<file path="src/hdl/wrse_pkg.sv">
// ----------------------------------------------------------------------------
// wrse_pkg
// Shared types and constants for the wide register SIMD execute unit.
// ----------------------------------------------------------------------------
package wrse_pkg;

  localparam int WORD_BITS_DEF   = 32;
  localparam int NUM_SCALAR_DEF  = 32;
  localparam int NUM_WIDE_DEF    = 8;
  localparam int PC_BITS_DEF     = 16;
  localparam int QUEUE_DEPTH     = 2;
  localparam int SCALAR_W        = 32;
  localparam int OUT_PC_W        = 16;

  typedef enum logic [4:0] {
    K_ADD   = 5'd0,  K_ADDI  = 5'd1,  K_ADDU  = 5'd2,  K_AND   = 5'd3,
    K_BEQ   = 5'd4,  K_BNE   = 5'd5,  K_J     = 5'd6,  K_JR    = 5'd7,
    K_LUW   = 5'd8,  K_NOT   = 5'd9,  K_OR    = 5'd10, K_SL    = 5'd11,
    K_SLV   = 5'd12, K_SR    = 5'd13, K_SRV   = 5'd14, K_SUB   = 5'd15,
    K_SUBU  = 5'd16, K_UWADD = 5'd17, K_UWAND = 5'd18, K_UWBEQ = 5'd19,
    K_UWBNE = 5'd20, K_UWCOM = 5'd21, K_UWEXP = 5'd22, K_UWLR  = 5'd23,
    K_UWNOT = 5'd24, K_UWOR  = 5'd25, K_UWSL  = 5'd26, K_UWSR  = 5'd27,
    K_UWSSQ = 5'd28, K_UWSUB = 5'd29
  } kind_t;

  typedef enum logic [2:0] {
    ST_OK         = 3'd0,
    ST_BAD_REG    = 3'd1,
    ST_ZERO_OFS   = 3'd2,
    ST_SHIFT_BIG  = 3'd3,
    ST_SAME_REG   = 3'd4,
    ST_BAD_STRIDE = 3'd5
  } status_t;

  typedef struct packed {
    kind_t              kind;
    logic [5:0]         dest;
    logic [5:0]         src_a;
    logic [5:0]         src_b;
    logic signed [15:0] imm;
    status_t            status;
  } op_t;

endpackage

</file>
<file path="src/hdl/wrse_front.sv">
// ----------------------------------------------------------------------------
// wrse_front
// Decodes an incoming instruction word and resolves its fault status.
// ----------------------------------------------------------------------------
module wrse_front #(
  parameter int WORD_BITS       = wrse_pkg::WORD_BITS_DEF,
  parameter int NUM_SCALAR_REGS = wrse_pkg::NUM_SCALAR_DEF,
  parameter int NUM_WIDE_REGS   = wrse_pkg::NUM_WIDE_DEF
) (
  input  logic [4:0]         kind,
  input  logic [5:0]         dest,
  input  logic [5:0]         src_a,
  input  logic [5:0]         src_b,
  input  logic signed [15:0] imm,
  output wrse_pkg::op_t      op
);

  localparam int ROW_W = WORD_BITS * WORD_BITS;

  wrse_pkg::kind_t   kd;
  wrse_pkg::status_t st;
  logic              sd, sa, sb, wd, wa, wb;
  logic [15:0]       iraw;

  assign kd   = wrse_pkg::kind_t'(kind);
  assign iraw = imm;
  assign sd   = int'(dest)  < NUM_SCALAR_REGS;
  assign sa   = int'(src_a) < NUM_SCALAR_REGS;
  assign sb   = int'(src_b) < NUM_SCALAR_REGS;
  assign wd   = int'(dest)  < NUM_WIDE_REGS;
  assign wa   = int'(src_a) < NUM_WIDE_REGS;
  assign wb   = int'(src_b) < NUM_WIDE_REGS;

  // register checks first, then operand checks
  always_comb begin
    st = wrse_pkg::ST_OK;
    unique case (kd) inside
      wrse_pkg::K_ADD, wrse_pkg::K_ADDU, wrse_pkg::K_SUB, wrse_pkg::K_SUBU,
      wrse_pkg::K_AND, wrse_pkg::K_OR, wrse_pkg::K_SLV, wrse_pkg::K_SRV: begin
        if (!(sd && sa && sb)) st = wrse_pkg::ST_BAD_REG;
      end
      wrse_pkg::K_ADDI, wrse_pkg::K_NOT: begin
        if (!(sd && sa)) st = wrse_pkg::ST_BAD_REG;
      end
      wrse_pkg::K_BEQ, wrse_pkg::K_BNE: begin
        if (!(sa && sb)) st = wrse_pkg::ST_BAD_REG;
        else if (iraw == '0) st = wrse_pkg::ST_ZERO_OFS;
      end
      wrse_pkg::K_J: begin
        st = wrse_pkg::ST_OK;
      end
      wrse_pkg::K_JR: begin
        if (!sa) st = wrse_pkg::ST_BAD_REG;
      end
      wrse_pkg::K_LUW: begin
        if (!(sd && wa)) st = wrse_pkg::ST_BAD_REG;
      end
      wrse_pkg::K_SL, wrse_pkg::K_SR: begin
        if (!(sd && sa)) st = wrse_pkg::ST_BAD_REG;
        else if (32'(iraw) >= WORD_BITS) st = wrse_pkg::ST_SHIFT_BIG;
      end
      wrse_pkg::K_UWADD, wrse_pkg::K_UWAND, wrse_pkg::K_UWOR, wrse_pkg::K_UWSUB: begin
        if (!(wd && wa && wb)) st = wrse_pkg::ST_BAD_REG;
      end
      wrse_pkg::K_UWNOT: begin
        if (!(wd && wa)) st = wrse_pkg::ST_BAD_REG;
      end
      wrse_pkg::K_UWBEQ, wrse_pkg::K_UWBNE: begin
        if (!(wa && wb)) st = wrse_pkg::ST_BAD_REG;
        else if (iraw == '0) st = wrse_pkg::ST_ZERO_OFS;
      end
      wrse_pkg::K_UWCOM, wrse_pkg::K_UWEXP: begin
        if (!(wd && wa)) st = wrse_pkg::ST_BAD_REG;
        else if (dest == src_a) st = wrse_pkg::ST_SAME_REG;
      end
      wrse_pkg::K_UWLR: begin
        if (!(wd && sa)) st = wrse_pkg::ST_BAD_REG;
      end
      wrse_pkg::K_UWSL, wrse_pkg::K_UWSR: begin
        if (!(wd && wa)) st = wrse_pkg::ST_BAD_REG;
        else if (32'(iraw) >= ROW_W) st = wrse_pkg::ST_SHIFT_BIG;
      end
      wrse_pkg::K_UWSSQ: begin
        if (!wd) st = wrse_pkg::ST_BAD_REG;
        else if (iraw != 16'd0 && iraw != 16'd1 && iraw != 16'd2 && iraw != 16'd4 &&
                 iraw != 16'd8 && iraw != 16'd16 && iraw != 16'd32)
          st = wrse_pkg::ST_BAD_STRIDE;
      end
      default: st = wrse_pkg::ST_OK;
    endcase
  end

  always_comb begin
    op.kind   = kd;
    op.dest   = dest;
    op.src_a  = src_a;
    op.src_b  = src_b;
    op.imm    = imm;
    op.status = st;
  end

endmodule

</file>
<file path="config.mk">
export PLATFORM = sky130hd
export DESIGN_NAME = wrse_front
export DESIGN_NICKNAME = d
export VERILOG_FILES = /design/src/hdl/wrse_pkg.sv /design/src/hdl/wrse_front.sv
export SDC_FILE = /design/constraint.sdc
export NUM_CORES = 1
export LEC_CHECK = 0
export ABC_AREA = 1
export BUFFER_PORTS_ARGS = -buffer_cell sky130_fd_sc_hd__buf_2
export CORE_MARGIN = 4
export CORE_UTILIZATION = 40
export DETAILED_ROUTE_END_ITERATION = 16
export GPL_ROUTABILITY_DRIVEN = 0
export PLACE_DENSITY = 0.93
export SETUP_SLACK_MARGIN = 0.5
export SLEW_MARGIN = 5
export SYNTH_ARGS = -nofsm -noshare
export SYNTH_HDL_FRONTEND = slang
export SYNTH_SLANG_ARGS = --single-unit
</file>
<file path="constraint.sdc">
create_clock -name vclk -period 1.35
set_input_delay 0.2025 -clock vclk [all_inputs]
set_output_delay 0.2025 -clock vclk [all_outputs]
set_load 0.02 [all_outputs]
</file>
==> flow_summary.toml, run 1 <==
[outcome]
status = "finished with violations"
violations = "setup timing"

[global_route]
antenna_found_initial = 0
grt_util_met1 = 0.177
grt_first_pass_wirelength_um = 4050
grt_use_met2 = 0.279
grt_max_degree = 11
grt_pass1_vias = 1024
track_usage = 0.146
grt-ovfl-total = 0
grt_use_met3 = 0.0255
busiest_layer = "met2"

[drt]
ant_nets = 0
wl_per_cell_um = 9.96
dr.pass1.iters = 4
routed_wl_um = 2660
vias_per_cell = 4.48
remaining_drc_errors = 0
initialDrtViolationCount = 36
vias = 1195

[critical_path]
cp_cell_sequence = "buf_6 -> or2_4 -> or2_1 -> nor2_2 -> nand2_1 -> nand2_2 -> nand2_1 -> nand2_1 -> nand3_2 -> buf_6"
cpLargestDelayFamily = "simple AND/OR/NAND/NOR gates"
cpMostUsedCell = "nand2_1"
cp_slowest_cell = "or2_4"
crit_path_end_kind = "output pin"
path_buf_inv = 2
startpoint_type = "input pin"
critPathKind = "in2out"
critical_path.max_stage_delay_ns = 0.24
cp_max_fo = 2
critical_path_arrival_ns = 1.32
cp.required_ns = 1.15

[final_layout]
final_layout_size_suffix_gt1_frac = 0.544
layout_commonest_cell = "buf_2"
syn_to_final_growth_pct = 46.5
design_area_um2 = 1360
nNetsFinal = 281
seq_cell_count = 0
fillers = 238
fin_util = 0.613
final_cell_mix = "65 x buf_2, 42 x nand2_1, 26 x buf_4"
antenna_cells = 0
multi_input_area_um2 = 621
seq_area_um2 = 0
clkbuf_count = 0

[sta]
tightest_slew_ns = 0.337
timing.final.crit_period_ns = 1.53
finalSetupViolations = 3
hold_violations = 0
drv_slew = 0
slew_headroom = 0.773
whs_ns = 0.405
fmax_mhz = 656
rsz0062_at_grt = "yes"
setup_slack_ns = -0.175
tns_ns = -0.425
finalCritPeriodShare = 1.13

[floorplan]
rows = 17
top_level_ports = 81
dieArea_um2 = 3150
fp.dieW_um = 56.1
core-area_um2 = 2210
die_h_um = 56.1
initial_utilization = 0.419

[synth]
synth_nets = 220
postSynthCellCount = 180
synth.distinct_cells = 21
ys_seq_area_frac = 0
synth_warnings = 0
synth_area_um2 = 926
synth.avg_cell_area_um2 = 5.14

[worst_hold_path]
worstHoldStart = "src_b[0]"
hold_end = "op[19]"
hold_depth = 0
hp-class = "in2out"

[pwr]
vdd_drop_max_mv = 0.203
powerDensity_nw_per_um2 = 312
leakagePower_uw = 0.000789
power_uw = 423

[placed_design]
dpl.hpwl_um = 2240
placed_area_um2 = 1190
numPortBuffers = 75

[cts]
hold_buffers = 0

[run]
max-cap-violations = 0
-- power breakdown --
part	leakage, µW	internal [µW]	switching (µW)
registers	0	0	0
logic	0.000789	181	241
clock network	0	0	0
total	0.000789	181	241
-- timing repair --
item	in CTS	in global routing
pin swaps	12	19
gates resized for setup	14	20
setup endpoints to repair	3	4
setup buffers	1	5
-- routing by layer --
metal  vias up  share of wire
met3         0          0.091
li1        635              -
met2        51           0.52
met1       509           0.39
met4         0              0
met5         -              0
-- stage by stage --
step	worst slack [ns]	std cells
after detailed placement	-0.227	261
after global routing	-0.253	267
after floorplan	0.0660	180
final	-0.175	267
after CTS	-0.219	262
after global placement	-0.206	261
-- cell type report --
type,instances,share of cell area
Tap cell,28,0.0258
Multi-Input combinational cell,117,0.458
Timing Repair Buffer,100,0.456
Inverter,22,0.0609
-- worst max path at each step --
stage / from / to / slack, ns / cells after the start
after floorplan: imm[11] / op[0] / 0.07 / 9
after global placement: imm[11] / op[0] / -0.21 / 11
after detailed placement: imm[11] / op[0] / -0.23 / 11
after CTS: imm[7] / op[0] / -0.22 / 10
after global routing: dest[5] / op[0] / -0.25 / 12
final: imm[6] / op[0] / -0.18 / 10
-- cells by family after synthesis --
family          share of synthesized area
fa+ha+maj                          0.0135
xor+xnor                           0.0284
simple gates                        0.514
compound gates                     0.0257
buf+inv                             0.419
-- cells in the mapped netlist (all sizes together) --
master | count | area share
nor3 | 4 | 0.022
nand4 | 2 | 0.014
xor2 | 3 | 0.028
nor4 | 1 | 0.0068
inv | 22 | 0.089
buf | 41 | 0.33
nand3 | 16 | 0.086
nand2 | 47 | 0.19
nand3b | 1 | 0.0081
o21ai | 2 | 0.011
o31ai | 1 | 0.0081
or2 | 3 | 0.020
ha | 1 | 0.014
nor2 | 35 | 0.17
o22ai | 1 | 0.0068
No activity file was read; power rests on OpenSTA's default activity.
==> inputs of run 2 (changes only) <==
- GPL_TIMING_DRIVEN: not set -> 0
- PLACE_DENSITY: 0.93 -> 0.91
==> flow_summary.toml, run 2 (same netlist as run 1, synthesis figures left out) <==
[outcome]
status = "finished with violations"
violations = "setup timing"

[sta]
timing.final.crit_period_ns = 1.53
tns_ns = -0.316
finalSetupViolations = 3
drv_slew = 0
rsz0062_at_grt = "yes"
setup_slack_ns = -0.184
whs_ns = 0.623
finalCritPeriodShare = 1.14
hold_violations = 0
fmax_mhz = 652
slew_headroom = 0.792
tightest_slew_ns = 0.310

[final_layout]
clkbuf_count = 0
final_cells = 287
nNetsFinal = 301
syn_to_final_growth_pct = 62.4
final_cell_mix = "67 x buf_2, 45 x buf_4, 42 x nand2_1"
fin_util = 0.680
seq_area_um2 = 0
design_area_um2 = 1500
fillers = 222
final_layout_size_suffix_gt1_frac = 0.568
antenna_cells = 0
seq_cell_count = 0
layout_commonest_cell = "buf_2"

[critical_path]
cp_slowest_cell = "or2_4"
critical_path.max_stage_delay_ns = 0.24
startpoint_type = "input pin"
cp_max_fo = 2
cpMostUsedCell = "nand2_1"
cp.required_ns = 1.15
path_buf_inv = 2
cp_cell_sequence = "buf_6 -> or2_4 -> or2_1 -> nor2_2 -> nand2_1 -> nand2_2 -> nand2_1 -> nand2_1 -> nand3_2 -> buf_6"
critPathKind = "in2out"
crit_path_end_kind = "output pin"
cpLargestDelayFamily = "simple AND/OR/NAND/NOR gates"
critical_path_arrival_ns = 1.33

[floorplan]
core-area_um2 = 2210
initial_utilization = 0.419
die_h_um = 56.1
dieArea_um2 = 3150
rows = 17
top_level_ports = 81
fp.dieW_um = 56.1

[drt]
ant_nets = 0
routed_wl_um = 2660
remaining_drc_errors = 0
vias_per_cell = 4.39
dr.pass1.iters = 6
vias = 1260
wl_per_cell_um = 9.26
initialDrtViolationCount = 30

[placed_design]
placed_cells = 284
placed_area_um2 = 1360
dpl.hpwl_um = 2260
numPortBuffers = 76

[run]
max-cap-violations = 0

[pwr]
leakagePower_uw = 0.000883
powerDensity_nw_per_um2 = 321
vdd_drop_max_mv = 0.239

[global_route]
grt_first_pass_wirelength_um = 4560
grt_max_degree = 11
grt_pass1_vias = 1145
grt-ovfl-total = 0
track_usage = 0.163
antenna_found_initial = 0

[worst_hold_path]
hp-class = "in2out"

[cts]
hold_buffers = 0
## run 2: cell count changes in the layout (fill, tap and decap cells not counted), sizes merged
cell	change
clkbuf	-1
buf	+21
## run 2: power breakdown
group / internal [µW] / switching, µW / total, µW
sequential: 0 / 0 / 0
combinational: 226 / 257 / 483
clock: 0 / 0 / 0
## run 2: metal layers
metal | vias to the layer above | wire (µm) | GRT usage
met3 | 0 | 235 | 0.0186
li1 | 674 | - | -
met5 | - | 0 | 0
met4 | 0 | 0 | 0
met1 | 538 | 1030 | 0.205
met2 | 48 | 1390 | 0.311
## run 2: final timing paths
check	from	to	slack, ns	depth (start not counted)
setup / recovery	imm[7]	op[0]	-0.18	10
hold / removal	src_b[1]	op[20]	0.62	2
## run 2: final cells by class
type / count / area (µm²) / share of cell area
Multi-Input combinational cell: 117 / 623 / 0.414
Timing Repair Buffer: 79 / 454 / 0.302
Inverter: 22 / 82.6 / 0.0549
Buffer: 41 / 309 / 0.205
Tap cell: 28 / 35.0 / 0.0233
## run 2: timing repair
| item | in CTS | in global routing |
|---|---|---|
| pin swaps | 7 | 6 |
| gates resized for setup | 16 | 20 |
| endpoints found under the setup margin | 3 | 4 |
| endpoints found under the hold margin | 0 | 0 |
| buffers inserted | 1 | 2 |
## run 2: through the flow
step	power [µW]	worst slack, ns
2_1_floorplan	289	0.0660
3_3_place_gp	433	-0.221
3_5_place_dp	439	-0.227
4_1_cts	459	-0.215
5_1_grt	531	-0.284
6_report	483	-0.184
