## config.mk

```make
export PLATFORM = sky130hd
export DESIGN_NAME = wrse_queue
export DESIGN_NICKNAME = d
export VERILOG_FILES = /design/src/hdl/wrse_pkg.sv /design/src/hdl/wrse_queue.sv
export SDC_FILE = /design/constraint.sdc
export NUM_CORES = 1
export LEC_CHECK = 0
export ABC_AREA = 1
export BUFFER_PORTS_ARGS = -buffer_cell sky130_fd_sc_hd__buf_4
export CORE_MARGIN = 5
export CORE_UTILIZATION = 23
export CTS_BUF_LIST = sky130_fd_sc_hd__clkbuf_2
export DETAILED_ROUTE_END_ITERATION = 8
export GPL_ROUTABILITY_DRIVEN = 0
export PLACE_DENSITY = 0.48
export SYNTH_ARGS = -nofsm -noshare
export SYNTH_HDL_FRONTEND = slang
export SYNTH_SLANG_ARGS = --single-unit
```

## constraint.sdc

```tcl
create_clock -name clk -period 8 [get_ports clk]
set_input_delay 0.4 -clock clk [delete_from_list [all_inputs] [get_ports clk]]
set_output_delay 0.4 -clock clk [all_outputs]
set_load 0.01 [all_outputs]
```

## src/hdl/wrse_pkg.sv

```systemverilog
// ----------------------------------------------------------------------------
// wrse_pkg
// Shared types and constants for the wide register SIMD execute unit.
// ----------------------------------------------------------------------------
package wrse_pkg;

  localparam int WORD_BITS_DEF   = 32;
  localparam int NUM_SCALAR_DEF  = 32;
  localparam int NUM_WIDE_DEF    = 8;
  localparam int PC_BITS_DEF     = 16;
  localparam int QUEUE_DEPTH     = 2;
  localparam int SCALAR_W        = 32;
  localparam int OUT_PC_W        = 16;

  typedef enum logic [4:0] {
    K_ADD   = 5'd0,  K_ADDI  = 5'd1,  K_ADDU  = 5'd2,  K_AND   = 5'd3,
    K_BEQ   = 5'd4,  K_BNE   = 5'd5,  K_J     = 5'd6,  K_JR    = 5'd7,
    K_LUW   = 5'd8,  K_NOT   = 5'd9,  K_OR    = 5'd10, K_SL    = 5'd11,
    K_SLV   = 5'd12, K_SR    = 5'd13, K_SRV   = 5'd14, K_SUB   = 5'd15,
    K_SUBU  = 5'd16, K_UWADD = 5'd17, K_UWAND = 5'd18, K_UWBEQ = 5'd19,
    K_UWBNE = 5'd20, K_UWCOM = 5'd21, K_UWEXP = 5'd22, K_UWLR  = 5'd23,
    K_UWNOT = 5'd24, K_UWOR  = 5'd25, K_UWSL  = 5'd26, K_UWSR  = 5'd27,
    K_UWSSQ = 5'd28, K_UWSUB = 5'd29
  } kind_t;

  typedef enum logic [2:0] {
    ST_OK         = 3'd0,
    ST_BAD_REG    = 3'd1,
    ST_ZERO_OFS   = 3'd2,
    ST_SHIFT_BIG  = 3'd3,
    ST_SAME_REG   = 3'd4,
    ST_BAD_STRIDE = 3'd5
  } status_t;

  typedef struct packed {
    kind_t              kind;
    logic [5:0]         dest;
    logic [5:0]         src_a;
    logic [5:0]         src_b;
    logic signed [15:0] imm;
    status_t            status;
  } op_t;

endpackage

```

## src/hdl/wrse_queue.sv

```systemverilog
// ----------------------------------------------------------------------------
// wrse_queue
// Short FIFO of decoded instructions between decode and execute.
// ----------------------------------------------------------------------------
module wrse_queue (
  input  logic          clk,
  input  logic          rst_n,
  input  logic          push,
  input  wrse_pkg::op_t push_op,
  output logic          full,
  input  logic          pop,
  output logic          not_empty,
  output wrse_pkg::op_t head_op
);

  localparam int DEPTH = wrse_pkg::QUEUE_DEPTH;
  localparam int PTR_W = $clog2(DEPTH);
  localparam int CNT_W = $clog2(DEPTH + 1);

  wrse_pkg::op_t    ent_r [DEPTH];
  logic [PTR_W-1:0] wptr_r, rptr_r;
  logic [CNT_W-1:0] cnt_r, cnt_nxt;

  assign full      = cnt_r == CNT_W'(DEPTH);
  assign not_empty = cnt_r != '0;
  assign head_op   = ent_r[rptr_r];

  always_comb begin
    cnt_nxt = cnt_r;
    if (push && !pop) cnt_nxt = cnt_r + 1'b1;
    else if (pop && !push) cnt_nxt = cnt_r - 1'b1;
  end

  always_ff @(posedge clk) begin
    if (!rst_n) begin
      wptr_r <= '0;
      rptr_r <= '0;
      cnt_r  <= '0;
    end else begin
      cnt_r <= cnt_nxt;
      if (push) wptr_r <= (wptr_r == PTR_W'(DEPTH - 1)) ? '0 : wptr_r + 1'b1;
      if (pop)  rptr_r <= (rptr_r == PTR_W'(DEPTH - 1)) ? '0 : rptr_r + 1'b1;
    end
  end

  always_ff @(posedge clk) begin
    if (push) ent_r[wptr_r] <= push_op;
  end

endmodule

```

==> summary.log, run 1 <==
qor: outcome.run_status finished, final reports clean
qor: routing.wl 6550 um
qor: critical_path.cp.arrival 2.07 ns
qor: finish.layoutNonFillerInstCount 494
qor: clocking.clkSlewWorstSetupHoldPaths 0.21 ns
qor: synth.synth_sequential_area_ratio 75.7%
qor: sta.timing.hold.ws 0.0941 ns
qor: grt.leftover_overflow_at_the_end_of_global_routing 0
qor: critical_path.reg2reg_slack 6.29 ns
qor: synth.yosysMostFrequentCell sky130_fd_sc_hd__edfxtp_1
qor: synth.ys_seq_elements 89
qor: synth.synth-edff-count 84
qor: critical_path.timing.critical_path.fanout_max 42
qor: floorplanning.design.portCount 90
qor: sta.final.setup.worst_slack 5.53 ns
qor: synth.synth_area_leader_cell sky130_fd_sc_hd__edfxtp_1
qor: sta.timing.max_slew.rel_slack 33.3%
qor: grt.grt_first_pass_wirelength 10400 um
qor: sta.fin_worst_skew 0.0202 ns
qor: place.dpl_worst_slack 6.07 ns
qor: pwr.vdd.ir_drop.worst 0.0637 mV
qor: floorplanning.initial_cell_density_of_the_core 23.7%
qor: floorplanning.die_w 133 um
qor: finish.antennaDiodeCount 0
qor: finish.drive_above_1_share 47.4%
qor: synth.post_synth_instance_area 0.00346 sq mm
qor: sta.grt_setup_unrepaired no
qor: routing.route.antenna.remaining_nets 0
qor: pwr.power.density_cell_area 179 mW/mm^2
qor: routing.drc 0
qor: clocking.cts.path.max_buffers 2
qor: sta.worstMarginPinSlew 1.00 ns
qor: sta.period_share 30.9%
qor: synth.synth_nets 213
qor: grt.grt_max_degree 43
qor: synth.yosys-top-cells-count 84 x sky130_fd_sc_hd__edfxtp_1, 40 x sky130_fd_sc_hd__mux2_4, 9 x sky130_fd_sc_hd__nand2_1
qor: critical_path.worst-endpoint-required 7.60 ns
qor: critical_path.worstReg2RegStart wptr_r$_SDFFE_PN0P_
qor: routing.drt_first_pass_iters 4
qor: clocking.cts_buffers 9
qor: clocking.tritoncts_num_sinks 89
qor: synth.synth_async_sr_flop_share 0%
qor: grt.groute.usage.overall 7.79%
qor: critical_path.worstReg2RegEnd ent_r[0][6]$_DFFE_PP_
qor: routing.routedWlPerCell 13.3 um
qor: floorplanning.floorplan.die_area 0.0176 sq mm
qor: synth.synth.area.top_cells sky130_fd_sc_hd__edfxtp_1 73%, sky130_fd_sc_hd__mux2_4 17%, sky130_fd_sc_hd__dfxtp_1 2.9%
qor: synth.syn_area_per_cell 20.9 sq um
qor: critical_path.ff2ff_path_depth 2
qor: grt.grt_antenna_before_repair 0
qor: sta.max_freq 405 MHz
qor: place.dp.final_hpwl 4190 um
qor: floorplanning.coreArea 0.0146 sq mm
qor: finish.finalNetCount 353
qor: synth.synth_top_flop_cell sky130_fd_sc_hd__edfxtp_1
qor: clocking.cts_max_level 3
qor: routing.routed_via_density 3.83
qor: sta.final_hold_viols 0
qor: floorplanning.die-height 133 um
qor: pwr.static-leakage-power 1.91 nW
qor: sta.timing_max_transition_violations_final 0
qor: grt.vias_in_the_first_global_route 2061
qor: sta.setup_viol 0
qor: routing.drt_iter0_markers 91
qor: sta.clock_period_minus_worst_slack 2.47 ns
qor: place.placedCellCount 435
qor: critical_path.critical_path.startpoint_type register
qor: synth.yosysWarningCount 0
qor: critical_path.start_to_end_type_of_the_worst_setup_path register to output pin
qor: place.place.port_buffers 89
qor: synth.synth.top_cell.area_share 72.8%
qor: hold_path.hold-path-endpoint wptr_r$_SDFFE_PN0P_
qor: sta.timing.setup.tns 0 ns
qor: job.maxCapViolCount 0
qor: critical_path.worstSetupEndpointType output pin
qor: routing.num_vias 1892
qor: hold_path.hold_path.startpoint push
qor: hold_path.hold_path_class input pin to register
qor: clocking.clkLatencyLatePin 0.55 ns
qor: hold_path.hold-path-cell-count 3
qor: clocking.tritoncts done
qor: synth.synth.distinct_cells 14
qor: clocking.root_cell_of_the_clock_tree sky130_fd_sc_hd__clkbuf_2
qor: finish.final_util 32.8%
qor: synth.postSynthCellCount 166
qor: floorplanning.row_count 44
qor: finish.areaGrowthSynthToFinish 38.6%
==> how the worst max path moves through the flow <==
| stage | end | slack (ns) | depth (start not counted) | startpoint |
|---|---|---|---|---|
| after global routing | head_op[21] | 5.33 | 2 | register |
| after global placement | ent_r[0][30]$_DFFE_PP_ | 6.05 | 4 | push |
| after floorplan | ent_r[0][0]$_DFFE_PP_ | 5.35 | 2 | push |
| final | head_op[21] | 5.53 | 2 | register |
| after CTS | head_op[21] | 5.39 | 2 | register |
| after detailed placement | ent_r[0][2]$_DFFE_PP_ | 6.07 | 4 | push |
==> worst max-delay path: stages, from the launching register on <==
cell	delay, ns
sky130_fd_sc_hd__dfxtp_4	0.93
sky130_fd_sc_hd__mux2_2	0.42
sky130_fd_sc_hd__buf_4	0.14
==> metrics by stage <==
stage                     total power, W  instance area (sq um)
after floorplan                 0.000627                   3460
after global placement          0.000684                   4290
after detailed placement        0.000686                   4290
after CTS                       0.000881                   4800
after global routing            0.000910                   4800
final                           0.000861                   4800
==> placed cells by master (no fill, tap or decap), types with 2 or more instances in the layout <==
cell and instances:
sky130_fd_sc_hd__clkbuf_2 9, sky130_fd_sc_hd__mux2_2 2, sky130_fd_sc_hd__inv_1 7, sky130_fd_sc_hd__nand2_1 9, sky130_fd_sc_hd__clkinv_1 3, sky130_fd_sc_hd__dlygate4sd3_1 44
sky130_fd_sc_hd__buf_4 90, sky130_fd_sc_hd__clkinv_2 3, sky130_fd_sc_hd__mux2_4 40, sky130_fd_sc_hd__edfxtp_1 84, sky130_fd_sc_hd__nor2_1 7, sky130_fd_sc_hd__dfxtp_1 4
==> where the power goes <==
group / internal (W) / total (W) / switching [W]
sequential: 0.000537 / 0.000552 / 0.0000151
clock: 0.0000346 / 0.000173 / 0.000138
combinational: 0.0000850 / 0.000136 / 0.0000508
total: 0.000657 / 0.000861 / 0.000204
==> metal layers <==
layer	part of all wire, %	track usage (%)	vias up	wire length [um]
met5	0	0	-	0
met4	2.9	4.97	0	188
met3	6.0	3.34	13	390
met2	51	12.6	59	3330
met1	40	8.37	921	2640
li1	-	-	899	-
==> repair_timing <==
action / 4_1_cts / 5_1_grt
hold buffers: 44 / 0
gates resized for setup: 0 / 0
endpoints found under the setup margin: 0 / 0
endpoints found under the hold margin: 88 / 0
setup buffers: 0 / 0
==> logic make-up after synthesis <==
kind of cell / Yosys count / synth area share (%)
AND/OR/NAND/NOR: 19 / 2.17
adder cells (fa/ha/maj): 1 / 0.361
flip-flops: 89 / 75.7
AO/OA/AOI/OAI: 2 / 0.289
multiplexers: 42 / 18.0
buffers and inverters: 13 / 3.50
==> sequential cells by signal, summed over array words and instances, names as in the netlist, named ones only <==
| signal | flops |
|---|---|
| rptr_r | 1 |
| ent_r | 84 |
| wptr_r | 1 |
| cnt_r | 2 |
==> final cells by class <==
cell class,instances,area (sq um)
Fill cell,1454,9840
Sequential cell,89,2630
Timing Repair Buffer,134,1120
Multi-Input combinational cell,64,728
Tap cell,184,230
Clock buffer,9,45.0
Inverter,8,30.0
Clock inverter,6,26.3
No activity file was read; power rests on OpenSTA's default activity.
==> inputs of run 2 (changes only) <==
- ABC_AREA: 1 -> 0
- PLACE_DENSITY: 0.48 -> 0.49
- clock period: 8 -> 2.5 ns (I/O delays scaled with it)
==> summary.log, run 2 <==
qor: outcome.run_status finished, final reports clean
qor: clocking.cts.path.max_buffers 2 [unchanged]
qor: clocking.ctsHoldBuffers 46 [+4.5%]
qor: sta.worstMarginPinSlew 0.565 ns [-0.435 ns]
qor: job.maxCapViolCount 0 [unchanged]
qor: routing.routed_via_density 3.80 [-0.69%]
qor: routing.drc 0 [unchanged]
qor: finish.num-fill-cells 1377 [-5.3%]
qor: routing.wl 6580 um [+0.43%]
qor: clocking.post_cts_buffers 0 [unchanged]
qor: grt.leftover_overflow_at_the_end_of_global_routing 0 [unchanged]
qor: sta.final_hold_viols 0 [unchanged]
qor: critical_path.worstReg2RegStart wptr_r$_SDFFE_PN0P_
qor: grt.grt_antenna_before_repair 1 [+1]
qor: sta.period_share 84.9%
qor: synth.synth.area.top_cells sky130_fd_sc_hd__edfxtp_1 78%, sky130_fd_sc_hd__mux2_2 15%, sky130_fd_sc_hd__dfxtp_1 3.1%
qor: finish.layout_common_cells 91 x sky130_fd_sc_hd__buf_4, 84 x sky130_fd_sc_hd__edfxtp_1, 46 x sky130_fd_sc_hd__dlygate4sd3_1
qor: clocking.tritoncts_num_sinks 89 [unchanged]
qor: clocking.root_cell_of_the_clock_tree sky130_fd_sc_hd__clkbuf_2
qor: sta.timing_max_transition_violations_final 0 [unchanged]
qor: synth.syn_area_per_cell 21.3 sq um [+1.8%]
qor: synth.postSynthCellCount 153 [-7.8%]
qor: floorplanning.row_count 43 [-2.3%]
qor: synth.post_synth_instance_area 0.00325 sq mm [-6.1%]
qor: sta.timing.max_slew.rel_slack 62.4% [+29 points]
qor: sta.max_freq 471 MHz
qor: finish.layoutNonFillerInstCount 484 [-2.0%]
qor: pwr.vdd.ir_drop.worst 0.191 mV [+200%]
qor: finish.largest_register_ffs 84 [unchanged]
qor: synth.synth.distinct_cells 17 [+3]
qor: critical_path.worst-endpoint-required 2.38 ns [-5.22 ns]
qor: pwr.static-leakage-power 1.78 nW [-6.8%]
qor: synth.synth_nets 200 [-6.1%]
qor: hold_path.hold_path_class input pin to register
qor: place.place.port_buffers 89 [unchanged]
qor: clocking.clkSlewWorstSetupHoldPaths 0.23 ns [+0.02 ns]
qor: critical_path.start_to_end_type_of_the_worst_setup_path register to output pin
qor: clocking.cts_max_level 3 [unchanged]
qor: clocking.cts_buffers 9 [unchanged]
qor: grt.grt_max_degree 27 [-37%]
qor: hold_path.hold_path.startpoint push_op[0]
qor: routing.drt_first_pass_iters 4 [unchanged]
qor: synth.synth_top_flop_cell sky130_fd_sc_hd__edfxtp_1
qor: floorplanning.initial_cell_density_of_the_core 23.4% [-0.23 points]
qor: sta.clock_period_minus_worst_slack 2.12 ns
qor: finish.drive_above_1_share 51.2% [+3.7 points]
qor: floorplanning.die_w 129 um [-2.9%]
qor: routing.drt_iter0_markers 81 [-11%]
qor: clocking.clkLatencyLatePin 0.57 ns [+0.02 ns]
qor: routing.routedWlPerCell 13.6 um [+2.5%]
qor: sta.grt_setup_unrepaired no
qor: sta.timing.setup.tns 0 ns [unchanged]
qor: floorplanning.floorplan.die_area 0.0166 sq mm [-5.7%]
qor: floorplanning.coreArea 0.0139 sq mm [-5.2%]
qor: finish.layout.cells.most_common sky130_fd_sc_hd__buf_4
qor: floorplanning.die-height 129 um [-2.9%]
qor: sta.fin_worst_skew 0.0168 ns [-0.00336 ns]
qor: routing.route.antenna.remaining_nets 0 [unchanged]
qor: routing.num_vias 1841 [-2.7%]
qor: grt.groute.usage.overall 8.26% [+0.47 points]
qor: finish.largest_registers ent_r x84, cnt_r x2
qor: clocking.tritoncts done
qor: finish.largest-register ent_r
qor: clocking.cts_resized 0 [unchanged]
qor: synth.ys_seq_elements 89 [unchanged]
qor: synth.synth_async_sr_flop_share 0% [unchanged]
qor: critical_path.timing.critical_path.fanout_max 26 [-38%]
qor: critical_path.critical_path.startpoint_type register
qor: finish.finalNetCount 345 [-2.3%]
qor: sta.setup_viol 0 [unchanged]
qor: grt.grt_first_pass_wirelength 9950 um [-4.5%]
qor: place.placedCellCount 421 [-3.2%]
qor: pwr.power.density_cell_area 613 mW/mm^2 [+240%]
qor: synth.synth_sequential_area_ratio 80.6% [+5.0 points]
qor: critical_path.cp.arrival 2.00 ns [-0.07 ns]
qor: synth.yosysWarningCount 0 [unchanged]
qor: grt.vias_in_the_first_global_route 1952 [-5.3%]
qor: synth.synth_area_leader_cell sky130_fd_sc_hd__edfxtp_1
qor: floorplanning.design.portCount 90 [unchanged]
qor: critical_path.worstSetupEndpointType output pin
qor: finish.areaGrowthSynthToFinish 45.8%
qor: synth.yosys-top-cells-count 84 x sky130_fd_sc_hd__edfxtp_1, 42 x sky130_fd_sc_hd__mux2_2, 5 x sky130_fd_sc_hd__dfxtp_1
qor: synth.yosysMostFrequentCell sky130_fd_sc_hd__edfxtp_1
qor: synth.synth.top_cell.area_share 77.6% [+4.8 points]
qor: synth.synth-edff-count 84 [unchanged]
qor: place.dp.final_hpwl 4290 um [+2.4%]
[run 2: cell types whose count changed in the layout (fill, tap and decap cells not counted), sizes merged, moves of 3 or more]
cell,change
clkbuf,+3
nand2,-9
clkinv,-3
buf,+3
nor2,-8
and2,+4
inv,-7
[run 2: worst max-delay path, cell delays in order (launching register included)]
cell                      delay (ns)
sky130_fd_sc_hd__dfxtp_2        0.67
sky130_fd_sc_hd__buf_12         0.25
sky130_fd_sc_hd__mux2_2         0.36
sky130_fd_sc_hd__buf_4          0.14
[run 2: power by group]
part / internal, W / switching (W)
clock network: 0.000237 / 0.000460
logic: 0.000280 / 0.000183
registers: 0.00172 / 0.0000311
[run 2: logic make-up after synthesis]
family | Yosys count | synth area share, %
multiplexers | 42 | 14.5
AO/OA/AOI/OAI | 3 | 0.616
adder cells (fa/ha/maj) | 1 | 0.385
AND/OR/NAND/NOR | 9 | 1.81
XOR/XNOR | 3 | 0.808
buffers and inverters | 6 | 1.19
flip-flops | 89 | 80.6
[run 2: path summary, 6_finish.rpt]
kind / endpoint / slack, ns / depth (start not counted)
worst min register to register: cnt_r[1]$_SDFFE_PN0P_ / 0.52 / 2
worst max register to register: ent_r[1][17]$_DFFE_PP_ / 0.99 / 2
worst max-delay path: head_op[37] / 0.38 / 3
worst min-delay path: ent_r[0][0]$_DFFE_PP_ / 0.26 / 2
[run 2: cell type report]
class,instances,area (sq um),share of cell area (%)
Antenna cell,1,2.50,0.0528
Timing Repair Buffer,139,1180,25.0
Multi-Input combinational cell,58,599,12.6
Inverter,1,3.75,0.0792
Sequential cell,89,2620,55.3
Clock buffer,12,60.1,1.27
Clock inverter,4,43.8,0.923
Tap cell,180,225,4.75
[run 2: layer usage]
layer | global-route usage [%] | vias to the layer above | routed length (um)
met2 | 13.4 | 58 | 3290
met4 | 5.74 | 0 | 192
li1 | - | 882 | -
met1 | 9.02 | 888 | 2650
met5 | 0 | - | 0
met3 | 2.95 | 13 | 447
[run 2: metrics by stage]
stage / hold WS (ns) / setup slack, ns / utilization (%) / power [W] / area [sq um]
5_1_grt: 0.150 / 0.186 / 34.2 / 0.00308 / 4740
3_5_place_dp: 0.313 / 0.954 / 30.1 / 0.00220 / 4180
3_3_place_gp: 0.310 / 0.958 / 30.1 / 0.00220 / 4180
6_report: 0.265 / 0.377 / 34.2 / 0.00291 / 4740
2_1_floorplan: 0.224 / 0.649 / - / 0.00197 / 3250
4_1_cts: 0.165 / 0.238 / 34.1 / 0.00298 / 4740
==> inputs of run 3 (changes only) <==
- clock period: 2.5 -> 2.2 ns (I/O delays scaled with it)
==> summary.log, run 3 (synthesis results as in run 2) <==
qor: place.dpl_worst_slack 0.882 ns [-0.0719 ns]
qor: finish.layout.cells.most_common sky130_fd_sc_hd__buf_4
qor: grt.grt_antenna_before_repair 1 [unchanged]
qor: floorplanning.floorplan.die_area 0.0166 sq mm [unchanged]
qor: routing.met3RoutedLength 396 um [-11%]
qor: hold_path.hold_path_class input pin to register
qor: clocking.root_cell_of_the_clock_tree sky130_fd_sc_hd__clkbuf_2
qor: finish.largest-register ent_r
qor: grt.grt_max_degree 43 [+59%]
qor: sta.setup_viol 0 [unchanged]
qor: sta.final.setup.worst_slack 0.286 ns [-0.0912 ns]
qor: grt.grt_first_pass_wirelength 9980 um [+0.35%]
qor: finish.layout_common_cells 93 x sky130_fd_sc_hd__buf_4, 84 x sky130_fd_sc_hd__edfxtp_1, 46 x sky130_fd_sc_hd__dlygate4sd3_1
qor: routing.highest_layer met4
qor: routing.drc 0 [unchanged]
qor: clocking.cts_buffers 9 [unchanged]
qor: routing.routed_via_density 3.83 [+0.71%]
qor: pwr.power.density_cell_area 672 mW/mm^2 [+9.6%]
qor: pwr.vdd.ir_drop.worst 0.233 mV [+22%]
qor: routing.route.antenna.remaining_nets 0 [unchanged]
qor: sta.timing_max_transition_violations_final 0 [unchanged]
qor: place.place.port_buffers 89 [unchanged]
qor: finish.drive_above_1_share 51.2% [unchanged]
qor: routing.wl_met2 3270 um [-0.46%]
qor: critical_path.worstSetupEndpointType output pin
qor: clocking.clkLatencyLatePin 0.55 ns [-0.02 ns]
qor: grt.vias_in_the_first_global_route 2002 [+2.6%]
qor: critical_path.worst-endpoint-required 2.09 ns [-0.29 ns]
qor: finish.largest_register_ffs 84 [unchanged]
qor: clocking.tritoncts done
qor: sta.fin_worst_skew 0.0220 ns [+0.00522 ns]
qor: critical_path.start_to_end_type_of_the_worst_setup_path register to output pin
qor: routing.routedWlPerCell 13.4 um [-1.7%]
qor: place.detailed_place.area 0.00417 sq mm [-0.12%]
qor: sta.grt_setup_unrepaired no
qor: critical_path.critical_path.startpoint_type register
qor: critical_path.cp.arrival 1.80 ns [-0.20 ns]
qor: place.dp.final_hpwl 4240 um [-1.1%]
qor: floorplanning.initial_cell_density_of_the_core 23.4% [unchanged]
qor: floorplanning.die-height 129 um [unchanged]
qor: sta.clock_period_minus_worst_slack 1.91 ns
qor: finish.finalNetCount 346 [+0.29%]
qor: sta.period_share 87.0%
qor: clocking.cts_max_level 3 [unchanged]
qor: sta.max_freq 522 MHz
qor: clocking.cts.path.max_buffers 2 [unchanged]
qor: routing.num_vias 1854 [+0.71%]
qor: sta.worstMarginPinSlew 0.367 ns [-0.197 ns]
qor: floorplanning.coreArea 0.0139 sq mm [unchanged]
qor: critical_path.timing.critical_path.fanout_max 26 [unchanged]
qor: routing.wl 6460 um [-1.7%]
qor: grt.leftover_overflow_at_the_end_of_global_routing 0 [unchanged]
qor: sta.timing.max_slew.rel_slack 75.5% [+13 points]
qor: pwr.static-leakage-power 1.76 nW [-0.68%]
qor: finish.postLayoutCellArea 0.00471 sq mm [-0.74%]
qor: sta.timing.setup.tns 0 ns [unchanged]
qor: job.maxCapViolCount 0 [unchanged]
qor: finish.areaGrowthSynthToFinish 44.7%
qor: finish.largest_registers ent_r x84, cnt_r x2
qor: sta.timing.hold.ws 0.266 ns [+0.00134 ns]
qor: clocking.cts_resized 0 [unchanged]
qor: floorplanning.die_w 129 um [unchanged]
qor: clocking.tritoncts_num_sinks 89 [unchanged]
qor: clocking.clkSlewWorstSetupHoldPaths 0.21 ns [-0.02 ns]
qor: sta.final_hold_viols 0 [unchanged]
qor: routing.drt_first_pass_iters 4 [unchanged]
qor: clocking.post_cts_buffers 0 [unchanged]
qor: floorplanning.design.portCount 90 [unchanged]
qor: floorplanning.row_count 43 [unchanged]
qor: routing.drt-met1-wl 2600 um [-2.1%]
qor: routing.drt_iter0_markers 44 [-46%]
qor: outcome.run_status finished, final reports clean
qor: grt.groute.usage.overall 8.16% [-0.10 points]
## run 3: power by group
| group | switching [W] | internal [W] |
|---|---|---|
| Sequential | 0.0000241 | 0.00195 |
| Combinational | 0.000216 | 0.000315 |
| Clock | 0.000493 | 0.000164 |
## run 3: critical path, cell delays in order, from the launching register on
cell,delay [ns]
sky130_fd_sc_hd__dfxtp_2,0.37
sky130_fd_sc_hd__buf_4,0.32
sky130_fd_sc_hd__mux2_2,0.39
sky130_fd_sc_hd__buf_4,0.15
## run 3: final timing paths
kind | slack, ns | startpoint | end | depth (start not counted)
setup / recovery | 0.29 | register | head_op[2] | 3
hold / removal | 0.27 | push_op[23] | ent_r[0][23]$_DFFE_PP_ | 2
setup reg to reg | 0.66 | wptr_r$_SDFFE_PN0P_ | wptr_r$_SDFFE_PN0P_ | 4
hold reg to reg | 0.53 | cnt_r[1]$_SDFFE_PN0P_ | cnt_r[1]$_SDFFE_PN0P_ | 2
## run 3: area by class of cell
class	count	area [sq um]
Antenna cell	1	2.50
Clock buffer	14	70.1
Clock inverter	1	3.75
Fill cell	1349	9170
Inverter	1	3.75
Multi-Input combinational cell	58	599
Sequential cell	89	2620
Tap cell	180	225
Timing Repair Buffer	140	1180
## run 3: repair_timing
| action | CTS | global route |
|---|---|---|
| endpoints found under the setup margin | 0 | 0 |
| endpoints found under the hold margin | 89 | 0 |
| hold buffers | 46 | 0 |
## run 3: stage by stage
stage               std cells  util [%]  total power [W]
finish                    484      33.9          0.00316
global route              484      33.9          0.00334
global placement          422      30.0          0.00249
CTS                       483      33.9          0.00325
detailed placement        422      30.0          0.00250
floorplan                 153         -          0.00224
## run 3: metal layers
metal	up-vias	GRT usage, %
met5	-	0
met4	0	5.74
met3	18	2.70
met2	54	13.5
met1	897	8.75
li1	885	-
